File: src/design/hbes_pkg.sv
`timescale 1ns / 1ps
// ----------------------------------------------------------------------------
// hbes_pkg: shared types and constants for the height band erosion select
// Register indexes, reset values, queue sizing, sequencer states and the
// structs passed between the front end, the result queue and the top level.
// ----------------------------------------------------------------------------
package hbes_pkg;

   // sizing of fields
   localparam int POS_W    = 32;
   localparam int IDX_W    = 20;
   localparam int LINE_W   = 3 * POS_W;
   localparam int GW_W     = 11;
   localparam int CSR_W    = 32;
   localparam int CSR_A_W  = 2;

   localparam int DEFAULT_MAX_GRID_WIDTH = 1024;
   localparam int MIN_GRID_WIDTH         = 3;

   // register indexes
   localparam logic [CSR_A_W-1:0] REG_GRID_WIDTH = 2'd0;
   localparam logic [CSR_A_W-1:0] REG_MIN_HEIGHT = 2'd1;
   localparam logic [CSR_A_W-1:0] REG_MAX_HEIGHT = 2'd2;

   // register reset values
   localparam int                        GRID_WIDTH_RESET_INT = 256;
   localparam logic [GW_W-1:0]           GRID_WIDTH_RESET     = 11'd256;
   localparam logic signed [POS_W-1:0]   MIN_HEIGHT_RESET     = 32'sd0;
   localparam logic signed [POS_W-1:0]   MAX_HEIGHT_RESET     = 32'sd65536;

   // result queue
   localparam int QUEUE_DEPTH = 4;
   localparam int QUEUE_PTR_W = 2;
   localparam int LEVEL_W     = 3;

   // width resync sequencer
   typedef enum logic [1:0] {
      SYNC_IDLE,
      SYNC_SETUP,
      SYNC_MULT,
      SYNC_DIVIDE
   } hbes_sync_state_type;

   // configuration as seen by the front end
   typedef struct packed {
      logic                    width_wr;
      logic [GW_W-1:0]         grid_width;
      logic signed [POS_W-1:0] min_height;
      logic signed [POS_W-1:0] max_height;
   } hbes_cfg_type;

   // one result word
   typedef struct packed {
      logic [IDX_W-1:0]        sel_index;
      logic signed [POS_W-1:0] sel_z;
      logic signed [POS_W-1:0] sel_y;
      logic signed [POS_W-1:0] sel_x;
   } hbes_result_type;

   // push from the front end into the queue
   typedef struct packed {
      logic            valid;
      hbes_result_type data;
   } hbes_push_type;

endpackage

File: src/design/hbes_queue.sv
`timescale 1ns / 1ps
// ----------------------------------------------------------------------------
// hbes_queue: result queue
// Short register FIFO between the erosion decision and the result channel,
// so that a stalled receiver does not stop the intake at once.
// ----------------------------------------------------------------------------
module hbes_queue
   import hbes_pkg::*;
(
   input  logic                clock,
   input  logic                reset,
   input  hbes_push_type       push,
   output logic                rsp_tvalid,
   input  logic                rsp_tready,
   output hbes_result_type     rsp_word,
   output logic [LEVEL_W-1:0]  level
);

   hbes_result_type          mem_ff [QUEUE_DEPTH];
   logic [QUEUE_PTR_W-1:0]   wr_ff, rd_ff;
   logic [LEVEL_W-1:0]       level_ff;
   logic                     pop;

   assign pop = rsp_tvalid && rsp_tready;

   // storage
   always_ff @(posedge clock) begin
      if (push.valid) begin
         mem_ff[wr_ff] <= push.data;
      end
   end

   // pointers and fill level
   always_ff @(posedge clock) begin
      if (reset) begin
         wr_ff    <= '0;
         rd_ff    <= '0;
         level_ff <= '0;
      end else begin
         if (push.valid) begin
            wr_ff <= wr_ff + QUEUE_PTR_W'(1);
         end
         if (pop) begin
            rd_ff <= rd_ff + QUEUE_PTR_W'(1);
         end
         case ({push.valid, pop})
            2'b10:   level_ff <= level_ff + LEVEL_W'(1);
            2'b01:   level_ff <= level_ff - LEVEL_W'(1);
            default: level_ff <= level_ff;
         endcase
      end
   end

   assign rsp_tvalid = (level_ff != '0);
   assign rsp_word   = mem_ff[rd_ff];
   assign level      = level_ff;

endmodule

File: config.mk
export PLATFORM = sky130hd
export DESIGN_NAME = hbes_queue
export DESIGN_NICKNAME = d
export VERILOG_FILES = /design/src/design/hbes_pkg.sv /design/src/design/hbes_queue.sv
export SDC_FILE = /design/constraint.sdc
export NUM_CORES = 1
export LEC_CHECK = 0
export BUFFER_PORTS_ARGS = -buffer_cell sky130_fd_sc_hd__buf_2
export CORE_MARGIN = 4
export CORE_UTILIZATION = 51
export DETAILED_ROUTE_END_ITERATION = 10
export PLACE_DENSITY = 0.78
export SKIP_LAST_GASP = 1
export SYNTH_ARGS = -nofsm -noshare
export SYNTH_HDL_FRONTEND = slang
export SYNTH_SLANG_ARGS = --single-unit
export TNS_END_PERCENT = 1
File: constraint.sdc
create_clock -name clock -period 4.1 [get_ports clock]
set_input_delay 0.82 -clock clock [delete_from_list [all_inputs] [get_ports clock]]
set_output_delay 0.82 -clock clock [all_outputs]
set_load 0.02 [all_outputs]
==> metrics.txt, run 1 <==
kind of end point of the critical path output port; Worst-path clk slew 0.06 ns; Die H 191.4 um; CTS sink cnt 473; most frequent cells in the layout edfxtp_1, buf_2, mux4_2, clkbuf_16, clkinv_1; mapped cell area 17150 um2; IO Port Bufs 239; RSZ-0062 raised after global routing false; WP depth 3; reg2reg start wr_ff[0]; Hold Path Class input pin to flip-flop; Post-CTS Setup Bufs 0; Critical Setup Path Class flip-flop to output port; slowest CP cell dfxtp_4; area grow syn2layout 20.07%; GRT Resource Usage Total 18.15%; Die W 191.4 um; Synth area leaders edfxtp_1, mux4_2, dfxtp_1; Post-Syn Area per Cell 26.26 um2; pin count of the biggest net entering global routing 71; Reg2Reg Setup Slack 2.11 ns; DRC Markers 0; CTS H-tree lvls 2; Sequential Power Share 46.2%; first-pass GRT wire length 50450 um; Avg Vias per Cell 5.525; clock skew 0.02913 ns; Crit path max-delay family flip-flops; vias post-DR 7812; WL per Instance 23.41 um; end point of the critical path rsp_word[57]; final wirelength 33110 um; Synthesized Nets 779; TNS Setup 0 ns; cts-stage hold buffer count 0; num rows 66; vias in the first global route 8154; Final setup viols 0; critical path data arrival time 2.44 ns; cell count after synthesis 653; Layout fillers 2238; critical path peak fanout 31; Antenna Nets Post-Route 0; Rel. slew slack 44.14%; Final period util 79.59%; die footprint 36620 um2; first-pass iteration count of the detailed router 4; Synthesis Warnings 0; drt initial violations 750; Netlist cell types 19; Final Hold Vio Count 0; clk buf depth 3; status finished, final reports clean; total CTS buffers 47; synthesized flop and latch total 473; core area 32870 um2; worst slew pin tran 0.8379 ns; Final HPWL DP 20080 um; worst path bufs/invs 2; global placer's final weighted congestion 0.7198; PostCTS Resize Cnt 0; power per cell area 601.5 nW/um2; layout cells sized above 1 46.18%; Max Cap Violations 0; Reg2Reg Depth 4; Initial Util 52.17%; CTS tree built; leakage 6.895 nW; Max VDD drop 0.6213 mV; most common cell after layout, fill and taps aside edfxtp_1; hold_ws 0.4799 ns; aggregate global routing overflow 0; worst path cell trace buf_12 > mux4_2 > buf_2; initial antenna violation count 7; Worst-Skew Late Latency 0.55 ns; switching share of total power 25.73%; NetSw 3.186 mW; Slew Viols, Final 0; Root Driver clkbuf_16; R2R Path End mem_ff[2][17]; Synth top area share 81.26%; I/O pin total 240; clock power share 35.1%; crit path launch type flip-flop; area leader, netlist edfxtp_1; FMAX 306.4 MHz; Worst EP required 3.28 ns; Final nets 1057; worst stage delay on the critical path 0.74 ns; internal cell power 9.198 mW; register area share after synthesis 82.31%; Comb pwr share 18.8%; min Tclk post-route 3.263 ns
==> worst register-to-register path: stages (launching register included) <==
cell     delay, ns
dfxtp_1       0.35
inv_1         0.09
ha_1          0.14
and2_4        0.68
buf_4         0.41
==> Yosys cell counts <==
master / count
and2_1: 4
a21oi_1: 2
fa_1: 1
xor2_1: 3
mux4_2: 116
inv_1: 6
o311ai_0: 1
nor2_1: 8
edfxtp_1: 464
buf_6: 6
o31a_1: 1
xnor2_1: 2
or3_1: 2
buf_2: 13
mux2i_1: 1
dfxtp_1: 9
ha_1: 5
o21ai_0: 1
clkbuf_1: 8
==> cell families after synthesis <==
kind of cell	count (synthesis)	synth area share, %
AND/OR/NAND/NOR	14	0.3940
XOR/XNOR	5	0.2554
buffers and inverters	33	1.080
multiplexers	117	15.29
flip-flops	473	82.31
adder cells (fa/ha/maj)	6	0.4816
AO/OA/AOI/OAI	5	0.1897
==> per-stage QoR <==
| stage | setup WS, ns | power, mW | util, % | cells | instance area, um2 |
|---|---|---|---|---|---|
| global route | 0.6907 | 12.90 | 62.62 | 1411 | 20580 |
| detailed placement | 1.340 | 8.186 | 57.75 | 1324 | 18980 |
| global placement | 1.344 | 8.144 | 57.75 | 1324 | 18980 |
| floorplan | 0.1264 | 7.411 | - | 653 | 17150 |
| CTS | 0.7654 | 12.54 | 62.62 | 1410 | 20580 |
| finish | 0.8368 | 12.38 | 62.65 | 1414 | 20590 |
==> worst min path at each step <==
stage,start,end,depth (start not counted)
finish,push[29],mem_ff[1][29],1
global route,push[23],mem_ff[3][23],1
CTS,push[88],mem_ff[3][88],1
detailed placement,rd_ff[0],flip-flop,2
global placement,rd_ff[1],flip-flop,2
floorplan,rd_ff[1],flip-flop,2
==> per-layer routing <==
layer,vias up,wire [um],track usage (%)
li1,3377,-,-
met1,4114,13890,26.90
met2,275,15980,28.23
met3,38,2794,4.584
met4,8,394,3.481
met5,-,47,0
==> registers in the layout (all words and copies together) (netlist names), named ones only <==
name and count:
level 3, mem_ff 464, rd_ff 2, wr_ff 2
==> power groups by stage <==
| stage | registers, mW | clock network, mW | logic (mW) |
|---|---|---|---|
| finish | 5.72 | 4.34 | 2.33 |
| global placement | 5.81 | 0 | 2.34 |
| global route | 5.74 | 4.66 | 2.49 |
| floorplan | 5.75 | 0 | 1.66 |
| detailed placement | 5.82 | 0 | 2.36 |
| CTS | 5.72 | 4.44 | 2.38 |
==> final cells by class <==
| class | instances | area, um2 | share of cell area, % |
|---|---|---|---|
| inverter | 6 | 22.52 | 0.1094 |
| clock buffer | 55 | 1236 | 6.004 |
| clock inverter | 31 | 364.1 | 1.768 |
| sequential | 473 | 14120 | 68.58 |
| tap | 442 | 553.0 | 2.686 |
| antenna | 4 | 10.01 | 0.04861 |
| timing repair buffer | 256 | 1424 | 6.915 |
| multi-input combinational | 147 | 2859 | 13.89 |
No activity file was read; power rests on OpenSTA's default activity.
==> run 2: changes to the inputs <==
--- a/config.mk
+++ b/config.mk
@@ -7,9 +7,9 @@
 export LEC_CHECK = 0
 export BUFFER_PORTS_ARGS = -buffer_cell sky130_fd_sc_hd__buf_2
 export CORE_MARGIN = 4
-export CORE_UTILIZATION = 51
+export CORE_UTILIZATION = 55
 export DETAILED_ROUTE_END_ITERATION = 10
-export PLACE_DENSITY = 0.78
+export PLACE_DENSITY = 0.8
 export SKIP_LAST_GASP = 1
 export SYNTH_ARGS = -nofsm -noshare
 export SYNTH_HDL_FRONTEND = slang
==> constraint.sdc (replaced) <==
create_clock -name clock -period 3.4 [get_ports clock]
set_input_delay 0.68 -clock clock [delete_from_list [all_inputs] [get_ports clock]]
set_output_delay 0.68 -clock clock [all_outputs]
set_load 0.02 [all_outputs]
==> metrics.txt, run 2 (synthesized netlist as in run 1, its figures left out) <==
Hold Path Class input pin to flip-flop; most frequent cells in the layout edfxtp_1, buf_2, mux4_2, clkbuf_16, buf_4; area grow syn2layout 19.37%; worst path cell trace buf_4 > mux4_2 > buf_2; slowest CP cell dfxtp_4; PostCTS Resize Cnt 0 (unchanged); switching share of total power 25.43% (-0.29 points); internal cell power 10.84 mW (+18%); Die W 184.6 um (-3.6%); I/O pin total 240 (unchanged); cts-stage hold buffer count 0 (unchanged); GRT Resource Usage Total 19.15% (+1.0 points); IO Port Bufs 239 (unchanged); most common cell after layout, fill and taps aside edfxtp_1; Critical Setup Path Class flip-flop to output port; Reg2Reg Depth 7 (+3); Final nets 1063 (+0.57%); FMAX 335.7 MHz; Worst EP required 2.72 ns (-0.56 ns); Post-CTS Setup Bufs 0 (unchanged); Final Hold Vio Count 0 (unchanged); Worst Hold End mem_ff[1][39]; reg2reg start level[0]; Final setup viols 0 (unchanged); Rel. slew slack 55.84% (+12 points); vias in the first global route 8465 (+3.8%); clock skew 0.01349 ns (-0.01564 ns); NetSw 3.696 mW (+16%); total CTS buffers 47 (unchanged); Comb pwr share 19.2% (+0.4 points); Root Driver clkbuf_16; min Tclk post-route 2.978 ns; most flop-heavy register mem_ff; first-pass GRT wire length 49720 um (-1.4%); Worst-Skew Late Latency 0.53 ns (-0.02 ns); Sequential Power Share 47.3% (+1.1 points); Antenna Nets Post-Route 0 (unchanged); worst slew pin tran 0.6623 ns (-0.1755 ns); Avg Vias per Cell 5.667 (+2.6%); drt initial violations 569 (-24%); Reg2Reg Setup Slack 1.43 ns (-0.68 ns); Max VDD drop 0.7078 mV (+14%); num rows 64 (-3.0%); Final period util 87.60%; final wirelength 32570 um (-1.6%); vias post-DR 7787 (-0.32%); CTS H-tree lvls 2 (unchanged); Max Cap Violations 0 (unchanged); Hold Startpoint push[39]; DRC Markers 0 (unchanged); worst stage delay on the critical path 0.63 ns (-0.11 ns); WL per Instance 23.70 um (+1.2%); DP Worst Slack 0.9365 ns (-0.4036 ns); Worst-path clk slew 0.06 ns (about the same); RSZ-0062 raised after global routing false; Final HPWL DP 20120 um (+0.19%); final worst setup slack 0.4216 ns (-0.4152 ns); Initial Util 55.91% (+3.7 points); clock power share 33.4% (-1.7 points); pin count of the biggest net entering global routing 56 (-21%); leakage 6.883 nW (-0.18%); kind of end point of the critical path output port; first-pass iteration count of the detailed router 6 (+2); die footprint 34070 um2 (-7.0%); worst path bufs/invs 2 (unchanged); initial antenna violation count 8 (+1); critical path data arrival time 2.30 ns (-0.14 ns); critical path peak fanout 20 (-35%); clk buf depth 3 (unchanged); aggregate global routing overflow 0 (unchanged); R2R Path End level[2]; layout cells sized above 1 46.00% (-0.18 points); Die H 184.6 um (-3.6%); Hold Crit Depth 1 (unchanged); status finished, final reports clean; power per cell area 710.0 nW/um2 (+18%); crit path launch type flip-flop; CTS tree built; total power 14.53 mW (+17%); Slew Viols, Final 0 (unchanged); core area 30670 um2 (-6.7%); Crit path max-delay family flip-flops; global placer's final weighted congestion 0.7247 (+0.68%); max reg flops 464 (unchanged); CTS sink cnt 473 (unchanged)
-- run 2: power by group through the flow --
stage                     clock network [mW]  registers [mW]  logic, mW
final                                   4.86            6.88       2.79
after floorplan                            0            6.93       2.00
after global routing                    5.26            6.91       3.00
after detailed placement                   0            7.00       2.84
after global placement                     0            6.98       2.80
after CTS                               4.97            6.89       2.86
-- run 2: layout make-up --
type	instances	area [um2]
timing repair buffer	262	1481
fill	1909	10200
clock buffer	67	1344
tap	396	495.5
multi-input combinational	147	2859
clock inverter	19	136.4
sequential	473	14120
antenna	4	10.01
inverter	6	22.52
-- run 2: through the flow --
stage / util (%) / hold WS (ns) / instance area (um2) / setup TNS (ns) / std cells
6_report: 66.74 / 0.3601 / 20470 / 0 / 1374
2_1_floorplan: - / 0.4847 / 17150 / -150.88 / 653
5_1_grt: 66.73 / 0.3368 / 20460 / 0 / 1372
3_3_place_gp: 61.88 / 0.5026 / 18980 / 0 / 1284
4_1_cts: 66.71 / 0.3350 / 20460 / 0 / 1370
3_5_place_dp: 61.88 / 0.5105 / 18980 / 0 / 1284
-- run 2: worst max-delay path by stage --
stage	start	end	slack [ns]	depth (start not counted)
3_5_place_dp	flip-flop	rsp_word[75]	0.94	3
2_1_floorplan	push[116]	mem_ff[2][0]	-0.43	1
3_3_place_gp	flip-flop	rsp_word[22]	0.95	3
4_1_cts	flip-flop	rsp_word[75]	0.36	3
6_report	flip-flop	rsp_word[75]	0.42	3
5_1_grt	flip-flop	rsp_word[62]	0.27	3
-- run 2: worst reg2reg max path: cells and delay by family (launching register included) --
kind | cells | cell delay (ns)
DFF | 1 | 0.44
and+or+nand+nor | 1 | 0.32
adders and majority gates | 2 | 0.56
buffers and inverters | 1 | 0.06
AOI/OAI and AO/OA | 2 | 0.35
xor gates and xnor gates | 1 | 0.17
-- run 2: layer usage --
layer  vias to the layer above  wire length [um]  track usage, %
met3                        66              2957           5.506
met2                       283             16250           31.67
li1                       3387                 -               -
met4                        12               703           4.762
met5                         -                80               0
met1                      4039             12580           25.70
==> run 3: changes to the inputs <==
--- a/config.mk
+++ b/config.mk
@@ -8,6 +8,7 @@
 export BUFFER_PORTS_ARGS = -buffer_cell sky130_fd_sc_hd__buf_2
 export CORE_MARGIN = 4
 export CORE_UTILIZATION = 55
+export CTS_BUF_LIST = sky130_fd_sc_hd__clkbuf_4 sky130_fd_sc_hd__clkbuf_8 sky130_fd_sc_hd__clkbuf_16
 export DETAILED_ROUTE_END_ITERATION = 10
 export PLACE_DENSITY = 0.8
 export SKIP_LAST_GASP = 1
==> metrics.txt, run 3 (synthesized netlist as in run 1, its figures left out) <==
critical path data arrival time 2.29 ns (about the same); DP Worst Slack 0.9365 ns (unchanged); Antenna Nets Post-Route 0 (unchanged); Rel. slew slack 55.37% (-0.47 points); initial antenna violation count 7 (-1); pin count of the biggest net entering global routing 56 (unchanged); Final setup viols 0 (unchanged); vias in the first global route 8514 (+0.58%); status finished, final reports clean; CTS H-tree lvls 2 (unchanged); Crit path max-delay family flip-flops; Max VDD drop 0.7033 mV (-0.64%); I/O pin total 240 (unchanged); dpl cell area 18980 um2 (unchanged); leakage 6.927 nW (+0.65%); Die H 184.6 um (unchanged); first-pass iteration count of the detailed router 5 (-1); Slew Viols, Final 0 (unchanged); die footprint 34070 um2 (unchanged); total power 14.64 mW (+0.71%); CTS sink cnt 473 (unchanged); kind of end point of the critical path output port; worst path bufs/invs 2 (unchanged); final worst setup slack 0.4292 ns (+0.007651 ns); critical path peak fanout 20 (unchanged); clk buf depth 3 (unchanged); Finished Cell Area 20530 um2 (+0.28%); vias post-DR 7805 (+0.23%); CTS tree built; final wirelength 32440 um (-0.40%); Post-CTS Setup Bufs 0 (unchanged); Final HPWL DP 20120 um (unchanged); slowest CP cell dfxtp_4; layout cells sized above 1 47.33% (+1.3 points); first-pass GRT wire length 49630 um (-0.18%); FMAX 336.6 MHz (+0.26%); Final nets 1063 (unchanged); area grow syn2layout 19.70%; Hold Path Class input pin to flip-flop; Worst EP required 2.72 ns (about the same); Final period util 87.38% (-0.23 points); num rows 64 (unchanged); Worst-path clk slew 0.06 ns (about the same); Util after Layout 66.93% (+0.18 points); aggregate global routing overflow 0 (unchanged); most flop-heavy register mem_ff; total CTS buffers 47 (unchanged); Avg Vias per Cell 5.668 (about the same); core area 30670 um2 (unchanged); drt initial violations 585 (+2.8%); worst slew pin tran 0.6694 ns (+0.007099 ns); Root Driver clkbuf_16; most frequent cells in the layout edfxtp_1, buf_2, mux4_2, clkbuf_16, buf_4; GRT Resource Usage Total 19.09% (-0.059 points); max reg flops 464 (unchanged); min Tclk post-route 2.971 ns (-0.007651 ns); cts-stage hold buffer count 0 (unchanged); Worst-Skew Late Latency 0.53 ns (about the same); Final Hold Vio Count 0 (unchanged); Max Cap Violations 0 (unchanged); Die W 184.6 um (unchanged); IO Port Bufs 239 (unchanged); clock skew 0.01172 ns (-0.001773 ns); hold_ws 0.3621 ns (+0.002068 ns); worst path cell trace buf_4 > mux4_2 > buf_2; worst stage delay on the critical path 0.63 ns (about the same); Reg2Reg Setup Slack 1.45 ns (+0.02 ns); PostCTS Resize Cnt 0 (unchanged); WL per Instance 23.56 um (-0.62%); RSZ-0062 raised after global routing false; DRC Markers 0 (unchanged); Initial Util 55.91% (unchanged); Critical Setup Path Class flip-flop to output port; crit path launch type flip-flop; most common cell after layout, fill and taps aside edfxtp_1; global placer's final weighted congestion 0.7247 (unchanged); power per cell area 713.1 nW/um2 (+0.43%)
==> run 3: cell types whose count changed in the layout (fill, tap and decap cells not counted), sizes merged <==
cell	before	now
diode	4	7
==> run 3: stage by stage <==
stage | TNS [ns] | cells
after global placement | 0 | 1284
after floorplan | -150.88 | 653
after CTS | 0 | 1370
after global routing | 0 | 1372
after detailed placement | 0 | 1284
final | 0 | 1377
==> run 3: worst paths after layout <==
check	from	end	depth (start not counted)
setup / recovery	flip-flop	rsp_word[75]	3
hold / removal	push[39]	mem_ff[0][39]	1
setup reg to reg	level[0]	level[2]	7
hold reg to reg	rd_ff[1]	flip-flop	2
==> run 3: worst reg2reg max path: stages, from the launching register on <==
cell	delay (ns)
dfxtp_1	0.44
o31a_1	0.21
ha_1	0.19
inv_1	0.06
fa_1	0.37
xor2_1	0.17
or3_1	0.31
a21oi_1	0.14
==> run 3: area by class of cell <==
type | instances | area [um2]
multi-input combinational | 147 | 2859
clock buffer | 67 | 1393
clock inverter | 19 | 136.4
inverter | 6 | 22.52
timing repair buffer | 262 | 1481
fill | 1899 | 10140
tap | 396 | 495.5
antenna | 7 | 17.52
sequential | 473 | 14120
==> run 3: metal layers <==
metal / up-vias / GRT usage (%) / routed length, um
li1: 3393 / - / -
met1: 4068 / 25.55 / 12700
met5: - / 0 / 67
met2: 271 / 31.78 / 16260
met4: 10 / 5.028 / 707
met3: 63 / 5.112 / 2696
==> run 3: power breakdown <==
part           switching (mW)  leakage (nW)  internal, mW
Sequential              0.157          4.34          6.72
Combinational            1.56          1.82          1.23
Clock                    1.98         0.770          2.99
Total                    3.70          6.93          10.9
